[config.mk]
export PLATFORM = sky130hd
export DESIGN_NAME = fdmr_luma
export DESIGN_NICKNAME = d
export VERILOG_FILES = /design/src/rtl/fdmr_pkg.sv /design/src/rtl/fdmr_luma.sv
export SDC_FILE = /design/constraint.sdc
export NUM_CORES = 1
export LEC_CHECK = 0
export BUFFER_PORTS_ARGS = -buffer_cell sky130_fd_sc_hd__buf_2
export CAP_MARGIN = 20
export CORE_UTILIZATION = 45
export DETAILED_ROUTE_END_ITERATION = 7
export PLACE_DENSITY = 0.73
export SYNTH_ARGS = -nofsm -noshare
export SYNTH_HDL_FRONTEND = slang
export SYNTH_SLANG_ARGS = --single-unit
[constraint.sdc]
create_clock -name i_clk -period 5.1 [get_ports i_clk]
set_clock_uncertainty 0.05 [all_clocks]
set_input_delay 1.02 -clock i_clk [delete_from_list [all_inputs] [get_ports i_clk]]
set_output_delay 1.02 -clock i_clk [all_outputs]
set_load 0.005 [all_outputs]
[src/rtl/fdmr_pkg.sv]
package fdmr_pkg;

    localparam int FRAME_PIXELS = 307200;
    localparam int ADDR_W       = (FRAME_PIXELS > 1) ? $clog2(FRAME_PIXELS) : 1;
    localparam int POS_W        = $clog2(FRAME_PIXELS + 1);

    localparam int PIX_W   = 8;
    localparam int LUMA_W  = 8;
    localparam int CNT_W   = 23;
    localparam int QUIET_W = 9;
    localparam int CFG_IDX_W  = 4;
    localparam int CFG_DATA_W = 8;

    localparam int COEF_W  = 14;
    localparam int PROD_W  = PIX_W + COEF_W;
    localparam int SUM_W   = PROD_W;

    localparam logic [COEF_W-1:0] LUMA_R    = 14'd4899;
    localparam logic [COEF_W-1:0] LUMA_G    = 14'd9617;
    localparam logic [COEF_W-1:0] LUMA_B    = 14'd1868;
    localparam logic [SUM_W-1:0]  LUMA_HALF = 22'd8192;

    localparam logic [CNT_W-1:0]      CHANGED_MAX  = '1;
    localparam logic [QUIET_W-1:0]    QUIET_MAX    = '1;
    localparam logic [CFG_DATA_W-1:0] THRESH_RESET = 8'd25;
    localparam logic [CFG_DATA_W-1:0] LIMIT_RESET  = 8'd10;

    typedef enum logic [CFG_IDX_W-1:0] {
        REG_DIFF_THRESHOLD    = 4'd0,
        REG_QUIET_FRAME_LIMIT = 4'd1
    } t_reg_idx;

    typedef struct packed {
        logic             compared;
        logic             motion;
        logic [CNT_W-1:0] changed_pixels;
        logic             write_frame;
        logic             start_recording;
        logic             stop_recording;
    } t_result;

endpackage

[src/rtl/fdmr_luma.sv]
module fdmr_luma import fdmr_pkg::*; (
    input  logic              i_clk,
    input  logic              i_en,
    input  logic [PIX_W-1:0]  i_red,
    input  logic [PIX_W-1:0]  i_green,
    input  logic [PIX_W-1:0]  i_blue,
    output logic [LUMA_W-1:0] o_luma
);

    logic [PROD_W-1:0] r_prod_r;
    logic [PROD_W-1:0] r_prod_g;
    logic [PROD_W-1:0] r_prod_b;
    logic [SUM_W-1:0]  sum;

    // weights swapped back to red/green/blue order
    always_ff @(posedge i_clk) begin
        if (i_en) begin
            r_prod_r <= PROD_W'(i_red)   * PROD_W'(LUMA_R);
            r_prod_g <= PROD_W'(i_green) * PROD_W'(LUMA_G);
            r_prod_b <= PROD_W'(i_blue)  * PROD_W'(LUMA_B);
        end
    end

    assign sum    = r_prod_r + r_prod_g + r_prod_b + LUMA_HALF;
    assign o_luma = sum[SUM_W-1 -: LUMA_W];

endmodule
* Word-level counts from Yosys, hierarchy flattened
Cells that the tools add are included.
** Cells by class
- $add $sub $neg :: 3
- Multipliers :: 3
** Operator list (number)
- adder 21 x 22 -> 22 bit :: 1
- adder 22 x 14 -> 22 bit (second input constant) :: 1
- adder 22 x 19 -> 22 bit :: 1
- multiplier 8 x 14 -> 22 bit (second input constant) :: 1
- multiplier 8 x 13 -> 21 bit (second input constant) :: 1
- multiplier 8 x 9 -> 17 bit (second input constant) :: 1
** Word-level totals
- Flip-flop bits (word level) :: 60
- Bits of input ports :: 26
- Output and inout bits :: 8
- Logic and storage cells :: 9

* Longest topological paths before layout
- Word-level depth :: 3
- Mapped depth :: 15
- Depth with buffers taken out :: 15

* Worst setup path before layout
Ideal clock, no wire load.
- Path kind :: input-to-reg
- From :: input port i_blue[2]
- To :: register r_prod_b[18], data pin
- Library setup time :: 0.158 ns
- Data arrival time :: 4.300 ns
- Data required time :: 4.892 ns
- Path slack :: 0.592 ns
- Stages :: 14
- Buffers on the path :: 0
- Path through :: inv_1 fa_1 inv_1 ha_1 fa_1 inv_1 fa_1 inv_1 ha_1 a21o_1 a21oi_1 o211ai_1 a2111o_1 o211ai_1
** Between the ends
- Cells in the longest elaborated chain, start to end :: 1
** Ends and longest elaborated chain
- from (decl) :: line fdmr_luma.sv:6 : input logic [PIX_W-1:0] i_blue,
- multiplier 8 x 9 -> 17 bit :: line fdmr_luma.sv:20 : r_prod_b <= PROD_W'(i_blue) * PROD_W'(LUMA_B);
- to (signal assigned) :: line fdmr_luma.sv:20
- to (decl) :: line fdmr_luma.sv:12 : logic [PROD_W-1:0] r_prod_b;
Every way passes these cells.
A chain may end at the register's enable or synchronous reset.

* Worst setup path in the final report
- From :: register r_prod_r[12]
- To :: output port o_luma[6]
** Between the ends
- Cells in the longest elaborated chain, start to end :: 3
** Ends and longest elaborated chain
- from (decl) :: line fdmr_luma.sv:10 : logic [PROD_W-1:0] r_prod_r;
- from (signal assigned) :: line fdmr_luma.sv:18 : r_prod_r <= PROD_W'(i_red) * PROD_W'(LUMA_R);
- adder 21 x 22 -> 22 bit :: line fdmr_luma.sv:24 : assign sum = r_prod_r + r_prod_g + r_prod_b + LUMA_HALF;
- adder 22 x 19 -> 22 bit :: line fdmr_luma.sv:24
- adder 22 x 14 -> 22 bit :: line fdmr_luma.sv:24
- to (decl) :: line fdmr_luma.sv:7 : output logic [LUMA_W-1:0] o_luma
Every way passes these cells.

==> out/metrics.csv <==
stage;metric;value;unit
route;Via-to-Cell Ratio;5.16;
timing;max frequency;0.220;GHz
yosys;top cell type by total area after synthesis;ha_1;
yosys;Syn Nets;962;
route;initial drt markers;207;
timing;unrepaired setup endpoints after global routing;false;
grt;Global Route Usage Sum;0.166;
critical_path;CP max FO;6;
pwr;Peak VDD IR;0.903;mV
grt;GRT overflow;0;
grt;vias in the first global route;5024;
run_status;status;completed;
timing;# setup viols final;0;
route;Vias;4923;
critical_path;worst endpoint required time;4030;ps
critical_path;Crit. End Element;output port;
route;post-route ant nets;0;
timing;TNS Setup;0;ps
placement;DP Worst Slack;229;ps
grt;largest net degree at the start of global routing;55;
yosys;top cells by count, synth;ha_1, inv_1, fa_1;
yosys;number of flops mapped to enable cells by yosys;60;
timing;Rel. slew slack;0.553;
floorplanning;die area;17300;sq um
clock_tree;CTS tree;yes;
layout;Ant. Diodes;0;
yosys;asr flop ratio synth;0;
placement;GPL Wtd Cong;0.858;
timing;fin. max-slew vios;0;
yosys;Synth Flop Type;edfxtp_1;
floorplanning;core area;16100;sq um
yosys;post-synthesis cell count;690;
layout;ratio of cells with drive above 1 in the final layout;0.0949;
route;DRT Pass-1 Iters;4;
pwr;leakage;4.16;nW
clock_tree;Num CTS Buffers;9;
floorplanning;# IOs;34;
yosys;share of the synthesized area in the top cell type;0.307;
clock_tree;maximum clock path buffer count;2;
yosys;mapped cell area;7550;sq um
grt;first-pass GRT wire length;23.0;mm
clock_tree;Hold Buf Count CTS;0;
clock_tree;Root Buffer;clkbuf_16;
yosys;Seq/Total Area, Yosys;0.239;
grt;initial antenna violation count;0;
yosys;most numerous cell in the Yosys netlist;ha_1;
pwr;Power per Cell Area;624;nW/um^2
timing;final hold vios;0;
critical_path;crit path DAT;3480;ps
min_path;hold path endpoint;r_prod_r[0];
clock_tree;Worst-path clk slew;50;ps
timing;worst slew pin tran;671;ps
timing;Min Clock Period, post-route;4550;ps
floorplanning;initial core utilization;0.468;
placement;number of I/O port buffers;33;
yosys;syn_area_per_cell;10.9;sq um
yosys;Warnings, synthesis;0;
floorplanning;die height;131;microns
min_path;WHS Path Cells;1;
placement;Post-DP HPWL;11.4;mm
run;Max Cap Viol;0;
route;routed wire length;13.5;mm
clock_tree;H-tree Lvls;3;
layout;Area growth syn-to-layout;9.60;%
route;WL/cell;14.1;microns
critical_path;crit start category;flop;
timing;Tcrit/Tclk final;0.893;
floorplanning;die width;131;microns
clock_tree;postcts setup bufs;0;
floorplanning;row cnt;46;
min_path;min-delay src;i_red[0];
yosys;Yosys cell types;56;
min_path;Hold WC Path Type;input port to flop;
critical_path;Crit Path Class;flop to output port;
yosys;synth top area cells;ha_1, edfxtp_1, fa_1, inv_1, xnor2_1;
timing;worst hold slack;914;ps
placement;Cells after DPL;939;
layout;final net count;1006;
yosys;#FFs+latches synth;60;
pwr;Tot Pwr;0.00516;W
clock_tree;CTS resizes;0;
route;number of remaining DRC errors;0;
clock_tree;Num Clock Sinks;60;
layout;fin cells;954;
timing;setup ws final;547;ps
==> how the worst max path moves through the flow <==
stage,start,end,slack [ps],cells past startpoint
after floorplan,i_blue[2],r_prod_b[18],590,14
after global placement,i_blue[2],r_prod_b[18],330,15
after detailed placement,i_blue[2],r_prod_b[18],230,15
after CTS,r_prod_r[12],o_luma[6],550,10
after global routing,r_prod_r[12],o_luma[6],350,10
final,r_prod_r[12],o_luma[6],550,10
==> routing by layer <==
metal / share of wire / global-route usage / vias to the layer above / routed length, microns
met4: 0.0075 / 0.0381 / 0 / 101
li1: - / - / 2507 / -
met5: 0 / 0 / - / 0
met2: 0.50 / 0.291 / 61 / 6680
met1: 0.47 / 0.215 / 2345 / 6320
met3: 0.026 / 0.0228 / 10 / 351
==> per-stage QoR <==
step,utilization,area [sq um]
floorplan,-,7550
global placement,0.496,7990
detailed placement,0.496,7990
CTS,0.513,8270
global route,0.513,8270
finish,0.513,8270
==> where the power goes <==
group	total, W	leakage [nW]	switching [W]	internal [W]
registers	0.000900	0.587	0.000109	0.000791
logic	0.00369	3.43	0.00200	0.00170
clock network	0.000567	0.140	0.000197	0.000370
total	0.00516	4.16	0.00230	0.00286
==> worst max-delay path: stages, from the launching register on <==
cell      delay (ps)
edfxtp_1         410
fa_1             450
fa_1             450
ha_1             350
nand4_1          190
nor4_2           250
o211ai_1         220
a21boi_4         280
a311oi_2         170
a221oi_2         250
buf_2            150
==> layout by cell type (no fill, tap or decap), types with 3 or more instances in the layout <==
master and instances:
o21ai_0 19, edfxtp_1 60, o21a_1 6, and3_1 4, fa_1 61, buf_2 33
xnor2_1 26, nor2_1 23, a21oi_1 32, a211oi_1 4, nor3_1 8, a31oi_1 8
nand2_1 11, o211ai_1 5, a31o_2 3, ha_1 185, a21o_1 15, nand3_1 8
or2_2 3, nand4_1 7, o21bai_1 7, xor2_1 17, inv_1 132, clkbuf_16 9
or3_1 3
==> area by class of cell <==
cell class	count	area (sq um)
clock buffer	9	225
clock inverter	6	56.3
fill	1483	7850
inverter	132	495
multi-input combinational	496	5240
sequential	60	1800
tap	216	270
timing repair buffer	35	180
==> registers in the layout, summed over array words and instances, names as in the netlist <==
name and cells:
r_prod_b 17, r_prod_g 22, r_prod_r 21
==> kinds of logic after synthesis <==
| logic type | count (synthesis) | share of synthesized area |
|---|---|---|
| adders and majority gates | 246 | 0.469 |
| buffers and inverters | 134 | 0.0667 |
| AOI/OAI and AO/OA | 125 | 0.118 |
| and+or+nand+nor | 81 | 0.0564 |
| DFF | 60 | 0.239 |
| xor gates and xnor gates | 43 | 0.0499 |
| muxes | 1 | 0.00133 |
(Power assumes the default switching activity.)
